File: src/rtl/mvm_pkg.sv
`default_nettype none

package mvm_pkg;

   localparam int VECTOR_DEPTH   = 1024;
   localparam int ELEMENT_WIDTH  = 16;
   localparam int ADDR_WIDTH     = $clog2(VECTOR_DEPTH);
   localparam int COL_WIDTH      = 11;
   localparam int ROW_WIDTH      = 16;
   localparam int SUM_WIDTH      = 42;
   localparam int PROD_WIDTH     = 2 * ELEMENT_WIDTH;
   localparam int CSR_DATA_WIDTH = 16;

   typedef enum logic [0:0] {
      CSR_COLUMN_COUNT = 1'b0,
      CSR_ROW_COUNT    = 1'b1
   } csr_index_type;

   typedef enum logic [0:0] {
      CMD_LOAD   = 1'b0,
      CMD_MATRIX = 1'b1
   } cmd_type;

   typedef struct packed {
      cmd_type                          cmd;
      logic signed [ELEMENT_WIDTH-1:0]  value;
   } req_type;

   typedef struct packed {
      logic signed [SUM_WIDTH-1:0]  row_sum;
      logic [ROW_WIDTH-1:0]         row_index;
      logic                         last_row;
   } rsp_type;

   typedef struct packed {
      logic                  last_col;
      logic [ROW_WIDTH-1:0]  row_index;
      logic                  last_row;
   } tag_type;

   function automatic logic [ADDR_WIDTH-1:0] last_column(input logic [COL_WIDTH-1:0] count);
      int c;
      c = int'(count);
      if (c == 0) c = 1;
      if (c > VECTOR_DEPTH) c = VECTOR_DEPTH;
      c = c - 1;
      return c[ADDR_WIDTH-1:0];
   endfunction

   function automatic logic [ROW_WIDTH-1:0] last_row_index(input logic [ROW_WIDTH-1:0] count);
      return (count == '0) ? '0 : count - ROW_WIDTH'(1);
   endfunction

endpackage

`default_nettype wire

File: src/rtl/mvm_mac.sv
`default_nettype none

module mvm_mac import mvm_pkg::*; (
   input  wire logic                         clock,
   input  wire logic                         reset,
   input  wire logic                         advance,
   input  wire logic                         clear,
   input  wire logic                         s1_valid,
   input  wire logic signed [ELEMENT_WIDTH-1:0] s1_value,
   input  wire tag_type                      s1_tag,
   input  wire logic [ELEMENT_WIDTH-1:0]     vec_data,
   output logic                              rsp_valid,
   output rsp_type                           rsp
);

   logic                          s2_valid_ff;
   logic signed [PROD_WIDTH-1:0]  prod_ff;
   tag_type                       s2_tag_ff;
   logic signed [SUM_WIDTH-1:0]   acc_ff, sum;
   logic                          rsp_valid_ff;
   rsp_type                       rsp_ff;

   assign sum = acc_ff + SUM_WIDTH'(prod_ff);

   always_ff @(posedge clock) begin
      if (reset) begin
         s2_valid_ff  <= 1'b0;
         acc_ff       <= '0;
         rsp_valid_ff <= 1'b0;
      end else if (clear) begin
         s2_valid_ff  <= 1'b0;
         acc_ff       <= '0;
      end else if (advance) begin
         s2_valid_ff  <= s1_valid;
         rsp_valid_ff <= s2_valid_ff && s2_tag_ff.last_col;
         if (s2_valid_ff) begin
            acc_ff <= s2_tag_ff.last_col ? '0 : sum;
         end
      end
   end

   always_ff @(posedge clock) begin
      if (advance && s1_valid) begin
         prod_ff   <= s1_value * $signed(vec_data);
         s2_tag_ff <= s1_tag;
      end
      if (advance && s2_valid_ff && s2_tag_ff.last_col) begin
         rsp_ff.row_sum   <= sum;
         rsp_ff.row_index <= s2_tag_ff.row_index;
         rsp_ff.last_row  <= s2_tag_ff.last_row;
      end
   end

   assign rsp_valid = rsp_valid_ff;
   assign rsp       = rsp_ff;

endmodule

`default_nettype wire

File: config.mk
export PLATFORM = sky130hd
export DESIGN_NAME = mvm_mac
export DESIGN_NICKNAME = d
export VERILOG_FILES = /design/src/rtl/mvm_pkg.sv /design/src/rtl/mvm_mac.sv
export SDC_FILE = /design/constraint.sdc
export NUM_CORES = 1
export LEC_CHECK = 0
export BUFFER_PORTS_ARGS = -buffer_cell sky130_fd_sc_hd__buf_2
export CORE_MARGIN = 10
export CORE_UTILIZATION = 45
export DETAILED_ROUTE_END_ITERATION = 6
export HOLD_SLACK_MARGIN = 0.06
export PLACE_DENSITY = 0.61
export SLEW_MARGIN = 20
export SYNTH_ARGS = -nofsm -noshare
export SYNTH_HDL_FRONTEND = slang
export SYNTH_SLANG_ARGS = --single-unit
File: constraint.sdc
create_clock -name clock -period 9 [get_ports clock]
set_input_delay 0.45 -clock clock [delete_from_list [all_inputs] [get_ports clock]]
set_output_delay 0.45 -clock clock [all_outputs]
set_load 0.05 [all_outputs]
==> flow_summary_export.csv <==
group,metric,value,unit
setup_path,r2r-start,"prod_ff[0]",
clock_network,numClockSinks,153,
sta,setup_viol,0,
yosys,yosys.area_share.simple,0.127,
sta,hold_viol,0,
place,hpwl,30700,um
setup_path,startpoint,"vec_data[1]",
status,run_status,"complete, no violations",
finish,multiInputGateArea,11300,um^2
sta,max_slew.worst_pin.slew,1.15,ns
sta,slew_viol_final,0,
yosys,synth_enable_flop_cells,109,
setup_path,path_max_fanout,16,
yosys,netlist_area,16900,um^2
setup_path,crit_path_start_kind,"input pin",
run,cap_violations,0,
yosys,synth_top_area_cell,"fa_1",
worst_hold_path,hold_class,"input pin to flip-flop",
yosys,syn_nets,2119,
finish,drive_gt1_frac,0.0953,
yosys,synth-xor-area-share,0.0358,
yosys,synthMostInstantiatedCell,"inv_1",
sta,grt_setup_unrepaired,"false",
clock_network,clkSlewWorstSetupHoldPaths,0.07,ns
sta,finalClockSkew,0.00794,ns
yosys,ys_top_cells_by_count,"inv_1, fa_1, nand2_1",
clock_network,tritoncts,"yes",
yosys,synth_cell_types,64,
yosys,yosys-top-cells-area,"fa_1, edfxtp_1, ha_1, inv_1, dfxtp_1",
sta,finalCritPeriodShare,0.689,
finish,final_util,0.503,
yosys,post_synth.cell_area_avg,10.1,um^2
finish,fin_nets,2202,
yosys,synth-seq-cells,153,
finish,area_growth,9.62,%
yosys,syn_inst,1678,
finish,antenna_cells,0,
route,ant_nets,0,
clock_network,ctsResizeCount,0,
clock_network,cts_hold_buf,0,
sta,max_slew_margin,0.229,
global_routing,antenna_found_initial,0,
floorplanning,io_pins,115,
clock_network,cts-root-buf,"clkbuf_16",
sta,setup-tns-final,0,ns
floorplanning,die_x,214,um
floorplanning,initial_core_util,0.459,
clock_network,cts_setup_buffers,0,
global_routing,grt_usage,0.175,
setup_path,crit_type,"input pin to flip-flop",
clock_network,cts_inserted_buffers,17,
route,vias_per_cell,5.16,
route,num_vias,11563,
floorplanning,core_area,36800,um^2
clock_network,cts_max_level,4,
setup_path,end_kind,"flip-flop",
clock_network,clockBufferDepth,2,
route,dr.pass1.iters,7,
yosys,synth_compound_area_frac,0.104,
finish,regArea,4150,um^2
floorplanning,num_rows,70,
setup_path,ff2ff_path_depth,11,
route,drc_errors,0,
yosys,ys_warn_count,0,
global_routing,overflow,0,
global_routing,grt_pass1_vias,12358,
worst_hold_path,holdPathStages,2,
yosys,synth_top_family_by_area,"adder cells",
yosys,synth.yosys.seq_area_share,0.246,
clock_network,insertion_delay,0.43,ns
setup_path,crit_arrival,6.37,ns
yosys,synth-async-reset-ratio,0,
floorplanning,die_y,214,um
yosys,netlist.area_leader.share,0.312,
place,portBuffers,114,
sta,max_freq,161,MHz
yosys,synthMuxAreaShare,0,
sta,period_needed,6.20,ns
route,dr.first_iter.drc_count,810,
global_routing,grt_max_degree,52,
yosys,synthFlopType,"edfxtp_1",
setup_path,cp.required,9.17,ns
route,wirelength,38100,um
worst_hold_path,hold_start,"reset",
floorplanning,dieArea,45600,um^2
route,post_drt_wl_per_cell,17.0,um
finish,fillCellCount,3429,
global_routing,grt_pass1_wl,64200,um
yosys,synthAdderAreaFrac,0.403,
place,routabilityCongestion,0.905,
## registers in the layout, indices dropped and copies added, names as in the netlist
signal	cells
rsp	59
s2_tag_ff	18
acc_ff	42
rsp_valid	1
s2_valid_ff	1
prod_ff	32
## metal layers
layer	vias up	track usage	wire length, um
li1	5519	-	-
met1	5711	0.254	18900
met2	311	0.276	16800
met3	22	0.0223	2080
met4	0	0.0335	309
met5	-	0	0
## per-stage QoR
stage          hold WS, ns  cells  instance area (um^2)  worst slack, ns
2_1_floorplan        0.400   1678                 16900             2.75
3_3_place_gp         0.401   2210                 17900             2.46
3_5_place_dp         0.405   2210                 17900             2.35
4_1_cts              0.177   2242                 18500             2.82
5_1_grt              0.184   2242                 18500             2.39
6_report             0.198   2242                 18500             2.80
## final cells by class
type | instances | area share
Inverter | 321 | 0.0652
Timing Repair Buffer | 118 | 0.0325
Multi-Input combinational cell | 1150 | 0.612
Clock inverter | 14 | 0.0108
Clock buffer | 18 | 0.0232
Sequential cell | 153 | 0.225
Tap cell | 468 | 0.0317
## cell usage in the layout (no fill, tap or decap), types with 6 or more instances in the layout
master / instances
clkbuf_16: 17
dfxtp_1: 44
nand2b_1: 15
fa_1: 263
inv_8: 6
a31oi_1: 6
xnor2_1: 48
and2_1: 125
o21ai_0: 26
o21bai_1: 9
nor2_1: 83
o211ai_1: 7
o21a_1: 18
a22o_1: 17
nor3_1: 11
a21oi_1: 64
a22oi_1: 21
inv_1: 321
buf_2: 114
edfxtp_1: 109
a21o_1: 37
ha_1: 123
xor2_1: 21
nand2_1: 162
nand4_1: 7
nand3_1: 11
and3_1: 6
## worst paths after layout
path                       to  slack (ns)
setup / recovery  prod_ff[31]        2.80
hold / removal      rsp_valid        0.20
setup reg to reg   acc_ff[30]        5.49
hold reg to reg       rsp[15]        0.42
## critical path, stage by stage
cell	delay, ns
buf_2	0.26
nand2_1	0.15
inv_1	0.15
fa_1	0.54
fa_1	0.75
inv_1	0.18
fa_1	0.45
fa_1	0.54
inv_1	0.05
fa_1	0.52
inv_1	0.05
fa_1	0.47
inv_1	0.04
ha_1	0.36
and2_1	0.19
a2111o_1	0.42
o2111ai_1	0.21
a31oi_1	0.13
o41ai_1	0.34
xnor2_1	0.11
## cell families after synthesis
family,count (synthesis)
adder cells (fa/ha/maj),386
AO/OA/AOI/OAI,252
flip-flops,153
XOR/XNOR,69
AND/OR/NAND/NOR,443
buffers and inverters,375
Power is not shown: default switching activity piles up to over one toggle a cycle in this logic, so the estimate is an artifact.
