[src/rtl/mvm_pkg.sv]
`default_nettype none

package mvm_pkg;

   localparam int VECTOR_DEPTH   = 1024;
   localparam int ELEMENT_WIDTH  = 16;
   localparam int ADDR_WIDTH     = $clog2(VECTOR_DEPTH);
   localparam int COL_WIDTH      = 11;
   localparam int ROW_WIDTH      = 16;
   localparam int SUM_WIDTH      = 42;
   localparam int PROD_WIDTH     = 2 * ELEMENT_WIDTH;
   localparam int CSR_DATA_WIDTH = 16;

   typedef enum logic [0:0] {
      CSR_COLUMN_COUNT = 1'b0,
      CSR_ROW_COUNT    = 1'b1
   } csr_index_type;

   typedef enum logic [0:0] {
      CMD_LOAD   = 1'b0,
      CMD_MATRIX = 1'b1
   } cmd_type;

   typedef struct packed {
      cmd_type                          cmd;
      logic signed [ELEMENT_WIDTH-1:0]  value;
   } req_type;

   typedef struct packed {
      logic signed [SUM_WIDTH-1:0]  row_sum;
      logic [ROW_WIDTH-1:0]         row_index;
      logic                         last_row;
   } rsp_type;

   typedef struct packed {
      logic                  last_col;
      logic [ROW_WIDTH-1:0]  row_index;
      logic                  last_row;
   } tag_type;

   function automatic logic [ADDR_WIDTH-1:0] last_column(input logic [COL_WIDTH-1:0] count);
      int c;
      c = int'(count);
      if (c == 0) c = 1;
      if (c > VECTOR_DEPTH) c = VECTOR_DEPTH;
      c = c - 1;
      return c[ADDR_WIDTH-1:0];
   endfunction

   function automatic logic [ROW_WIDTH-1:0] last_row_index(input logic [ROW_WIDTH-1:0] count);
      return (count == '0) ? '0 : count - ROW_WIDTH'(1);
   endfunction

endpackage

`default_nettype wire

[src/rtl/mvm_seq.sv]
`default_nettype none

module mvm_seq import mvm_pkg::*; (
   input  wire logic                         clock,
   input  wire logic                         reset,
   input  wire logic                         accept,
   input  wire logic                         advance,
   input  wire req_type                      req,
   input  wire logic                         csr_we,
   input  wire csr_index_type                csr_index,
   input  wire logic [CSR_DATA_WIDTH-1:0]    csr_wdata,
   output logic                              wr_en,
   output logic [ADDR_WIDTH-1:0]             wr_addr,
   output logic [ELEMENT_WIDTH-1:0]          wr_data,
   output logic                              rd_en,
   output logic [ADDR_WIDTH-1:0]             rd_addr,
   output logic                              s1_valid,
   output logic signed [ELEMENT_WIDTH-1:0]   s1_value,
   output tag_type                           s1_tag
);

   logic [COL_WIDTH-1:0]            column_count_ff;
   logic [ROW_WIDTH-1:0]            row_count_ff;
   logic [ADDR_WIDTH-1:0]           load_pos_ff, load_pos_in;
   logic [ADDR_WIDTH-1:0]           col_pos_ff, col_pos_in;
   logic [ROW_WIDTH-1:0]            row_pos_ff, row_pos_in;
   logic                            s1_valid_ff;
   logic signed [ELEMENT_WIDTH-1:0] s1_value_ff;
   tag_type                         s1_tag_ff, s1_tag_in;
   logic [ADDR_WIDTH-1:0]           cols_last;
   logic [ROW_WIDTH-1:0]            rows_last;
   logic                            load_beat, matrix_beat;

   assign cols_last   = last_column(column_count_ff);
   assign rows_last   = last_row_index(row_count_ff);
   assign load_beat   = accept && (req.cmd == CMD_LOAD);
   assign matrix_beat = accept && (req.cmd == CMD_MATRIX);

   always_comb begin
      load_pos_in = load_pos_ff;
      col_pos_in  = col_pos_ff;
      row_pos_in  = row_pos_ff;
      s1_tag_in.last_col  = (col_pos_ff == cols_last);
      s1_tag_in.row_index = row_pos_ff;
      s1_tag_in.last_row  = (row_pos_ff == rows_last);
      if (load_beat) begin
         load_pos_in = (load_pos_ff == cols_last) ? '0 : load_pos_ff + ADDR_WIDTH'(1);
      end
      if (matrix_beat) begin
         col_pos_in = s1_tag_in.last_col ? '0 : col_pos_ff + ADDR_WIDTH'(1);
         if (s1_tag_in.last_col) begin
            row_pos_in = s1_tag_in.last_row ? '0 : row_pos_ff + ROW_WIDTH'(1);
         end
      end
   end

   always_ff @(posedge clock) begin
      if (reset) begin
         column_count_ff <= COL_WIDTH'(1);
         row_count_ff    <= ROW_WIDTH'(1);
         load_pos_ff     <= '0;
         col_pos_ff      <= '0;
         row_pos_ff      <= '0;
         s1_valid_ff     <= 1'b0;
      end else if (csr_we) begin
         case (csr_index)
            CSR_COLUMN_COUNT: column_count_ff <= csr_wdata[COL_WIDTH-1:0];
            CSR_ROW_COUNT:    row_count_ff    <= csr_wdata[ROW_WIDTH-1:0];
            default:          ;
         endcase
         load_pos_ff <= '0;
         col_pos_ff  <= '0;
         row_pos_ff  <= '0;
         s1_valid_ff <= 1'b0;
      end else begin
         load_pos_ff <= load_pos_in;
         col_pos_ff  <= col_pos_in;
         row_pos_ff  <= row_pos_in;
         if (advance) begin
            s1_valid_ff <= matrix_beat;
         end
      end
   end

   always_ff @(posedge clock) begin
      if (matrix_beat) begin
         s1_value_ff <= req.value;
         s1_tag_ff   <= s1_tag_in;
      end
   end

   assign wr_en    = load_beat;
   assign wr_addr  = load_pos_ff;
   assign wr_data  = req.value;
   assign rd_en    = matrix_beat;
   assign rd_addr  = col_pos_ff;
   assign s1_valid = s1_valid_ff;
   assign s1_value = s1_value_ff;
   assign s1_tag   = s1_tag_ff;

endmodule

`default_nettype wire

[config.mk]
export PLATFORM = sky130hd
export DESIGN_NAME = mvm_seq
export DESIGN_NICKNAME = d
export VERILOG_FILES = /design/src/rtl/mvm_pkg.sv /design/src/rtl/mvm_seq.sv
export SDC_FILE = /design/constraint.sdc
export NUM_CORES = 1
export LEC_CHECK = 0
export ABC_AREA = 1
export BUFFER_PORTS_ARGS = -buffer_cell sky130_fd_sc_hd__buf_2
export CAP_MARGIN = 20
export CORE_MARGIN = 2
export CORE_UTILIZATION = 56
export CTS_CLUSTER_DIAMETER = 60
export DETAILED_ROUTE_END_ITERATION = 10
export PLACE_DENSITY = 0.81
export SLEW_MARGIN = 20
export SYNTH_ARGS = -nofsm -noshare
export SYNTH_HDL_FRONTEND = slang
export SYNTH_SLANG_ARGS = --single-unit
[constraint.sdc]
create_clock -name clock -period 3.2 [get_ports clock]
set_input_delay 0.48 -clock clock [delete_from_list [all_inputs] [get_ports clock]]
set_output_delay 0.48 -clock clock [all_outputs]
set_load 0.05 [all_outputs]
==> metrics.txt <==
Net Sw Frac 0.329; vias per inst 5.29; delay-heaviest family, CP simple AND/OR/NAND/NOR gates; period utilisation layout 0.919; Routed WL 13200 um; dominant synthesized flop cell dfxtp_1; WP depth 15; Max H-tree Level 3; Setup CP Type flip-flop to flip-flop; P_leak 3.04 nW; FMAX 340 MHz; Max-slew headroom 0.574; critical path peak fanout 17; post-synthesis sequential area ratio 0.401; number of flops mapped to enable cells by yosys 34; setup tns final 0 ns; Hold Path Class input pin to flip-flop; clock latency on the worst-skew pair 0.36 ns; footprint of the multi-input gates 0.00285 mm^2; initial cell density of the core 0.581; Worst path max stage delay 0.42 ns; clock power share 0.275; Port-buffer cells 111; Remaining DRCs 0; vias in the first global route 4856; GR Layer Usage met1 0.334; cell row count 36; final hold violations 0; max-cap violations 0; switching power 0.000927 W; number of fill cells in the layout 933; post-synthesis cell type count 37; Async SR Flop Fraction 0; CTS Hold Bufs 0; share of the core filled with cells 0.657; outcome finished, final reports clean; Routed Antenna Nets 0; TritonCTS clock tree yes; syn_area_per_cell 7.10 um^2; most frequent cell after synthesis nand2_1; Worst R2R Start column_count_ff[2]$_SDFFE_PP0P_; Max Slew Vio Count 0; Die Wd 105 um; initial drt markers 262; # IOs 112; Gate Count Post-Synth 808; clock buffer count from CTS 9; hold depth 2; Worst Hold Launch advance; synth-to-layout area growth 13.1%; Critical Path AT 3.18 ns; crit path max-delay cell type dfxtp_1; Post-Syn Area 0.00573 mm^2; die span in y 105 um; layout cells sized above 1 0.173; total number of vias 5512; CP bufs+invs 0; die area 0.0111 mm^2; R2R cell count 15; clk root buf clkbuf_8; clk sink count 98; post-synth net total 852; startpoint types flip-flop; maximum vdd drop 0.000258 V; DP Wirelength 10500 um; worst-margin pin slew 0.638 ns; first-pass iteration count of the detailed router 5; Yosys Warn Count 0; All-Layer GR Usage 0.241; first-pass GRT wire length 21800 um; Ant. Diodes 0; sequential cell area 0.00230 mm^2; grt met2 use 0.397; Worst setup EP type flip-flop; combinational share of power 0.242; initial antenna violation count 0; Min Clock Period, post-route 2.94 ns; DP Cell Count 1027; clk buf depth 2; Int Pwr 0.00189 W; post_cts resized 0; post-DR wirelength/cell 12.7 um; unrepaired setup endpoints after global routing false; Seq cells post-synth 98; critical path startpoint column_count_ff[2]$_SDFFE_PP0P_; crit-path cells nor2_4 > nand3_2 > o21bai_4 > nand2_2 > ha_1 > xor2_1 > nand2_1 > nor2_1 > nand3_1 > nor2_1 > nand3_2 > nor2_4 > nand3_2 > o21ai_4 > nor2_1; global-route track usage on met3 0.0343; Fin Clk Skew 0.0101 ns; pin count of the biggest net entering global routing 28; routability congestion estimate 1.02; Post-synth top cells 181 x nand2_1, 129 x nor2_1, 92 x inv_1, 80 x nand3_1, 64 x dfxtp_1; # setup viols final 0; Setup Buffers After CTS 0; Nets 949; busiest grt layer met2; Worst EP required 3.44 ns; Core Area 0.00986 mm^2; area of placed instances 0.00629 mm^2; Synth area leaders dfxtp_1 22%, edfxtp_1 18%, nand2_1 12%; Layout Cells excl Fill 1042; Reg clk slew, reported paths 0.09 ns; post-synth top area share 0.223; total power per unit cell area 435 mW/mm^2; Finished Cell Area 0.00648 mm^2; leading area contributor after synthesis dfxtp_1; sequential power share 0.483; grt ovf 0
## power by group through the flow
stage	sequential [W]	combinational, W	clock (W)
floorplan	0.00147	0.000464	0
global placement	0.00139	0.000671	0
detailed placement	0.00139	0.000676	0
CTS	0.00136	0.000678	0.000794
global route	0.00137	0.000758	0.000836
finish	0.00136	0.000681	0.000776
## cell type report
cell class | count | area share
flip-flops and latches | 98 | 0.355
clock inverters | 6 | 0.0102
well taps | 133 | 0.0257
clock buffers | 9 | 0.0191
repair buffers | 119 | 0.0949
inverters | 97 | 0.0561
multi-input cells | 580 | 0.439
## metrics by stage
stage / power (W) / worst slack (ns) / hold WS (ns)
5_1_grt: 0.00296 / 0.00983 / 0.289
3_5_place_dp: 0.00207 / 0.293 / 0.413
3_3_place_gp: 0.00206 / 0.374 / 0.415
4_1_cts: 0.00284 / 0.257 / 0.284
6_report: 0.00282 / 0.258 / 0.291
2_1_floorplan: 0.00193 / 0.338 / 0.408
## path summary, 6_finish.rpt
check                                to  slack, ns
max          row_pos_ff[4]$_SDFFE_PP0P_       0.26
min               s1_valid$_SDFFE_PP0P_       0.29
max reg2reg  row_pos_ff[4]$_SDFFE_PP0P_       0.26
min reg2reg         s1_tag[7]$_DFFE_PP_       0.43
## state kept, by name, indices dropped and copies added (netlist names)
signal / flops
rd_addr: 10
column_count_ff: 11
s1_tag: 18
row_pos_ff: 16
row_count_ff: 16
s1_value: 16
wr_addr: 10
s1_valid: 1
## worst register-to-register path, delay by kind of cell (launching register included)
family	cells	cell delay [ns]
adder cells (fa/ha/maj)	1	0.33
AND/OR/NAND/NOR	11	1.20
flip-flops	1	0.42
AO/OA/AOI/OAI	2	0.69
XOR/XNOR	1	0.20
## logic make-up (layout without fill, tap and decap cells)
logic type,count (synthesis),count (layout),share of synthesized area
fa+ha+maj,5,5,0.0109
buf+inv,130,231,0.102
compound gates,75,75,0.0762
simple gates,468,468,0.360
xor+xnor,32,32,0.0489
flops,98,98,0.401
## metal layers
metal,wire [um],part of all wire
met5,0,0
met4,107,0.0081
met3,925,0.070
met2,5880,0.44
met1,6320,0.48
## cell usage in the layout (no fill, tap or decap), types with 4 or more instances in the layout
cell,count
nand3_2,4
buf_2,111
nand4_1,38
buf_4,8
xor2_1,31
nor3_1,15
nand2_1,181
nor2_1,129
inv_2,5
nand3_1,80
o21ai_0,33
clkbuf_8,9
dfxtp_1,64
nand3b_1,5
edfxtp_1,34
a21oi_1,27
nand2_2,5
inv_1,91
ha_1,5
Note: power is estimated with default switching activity, not from simulation.
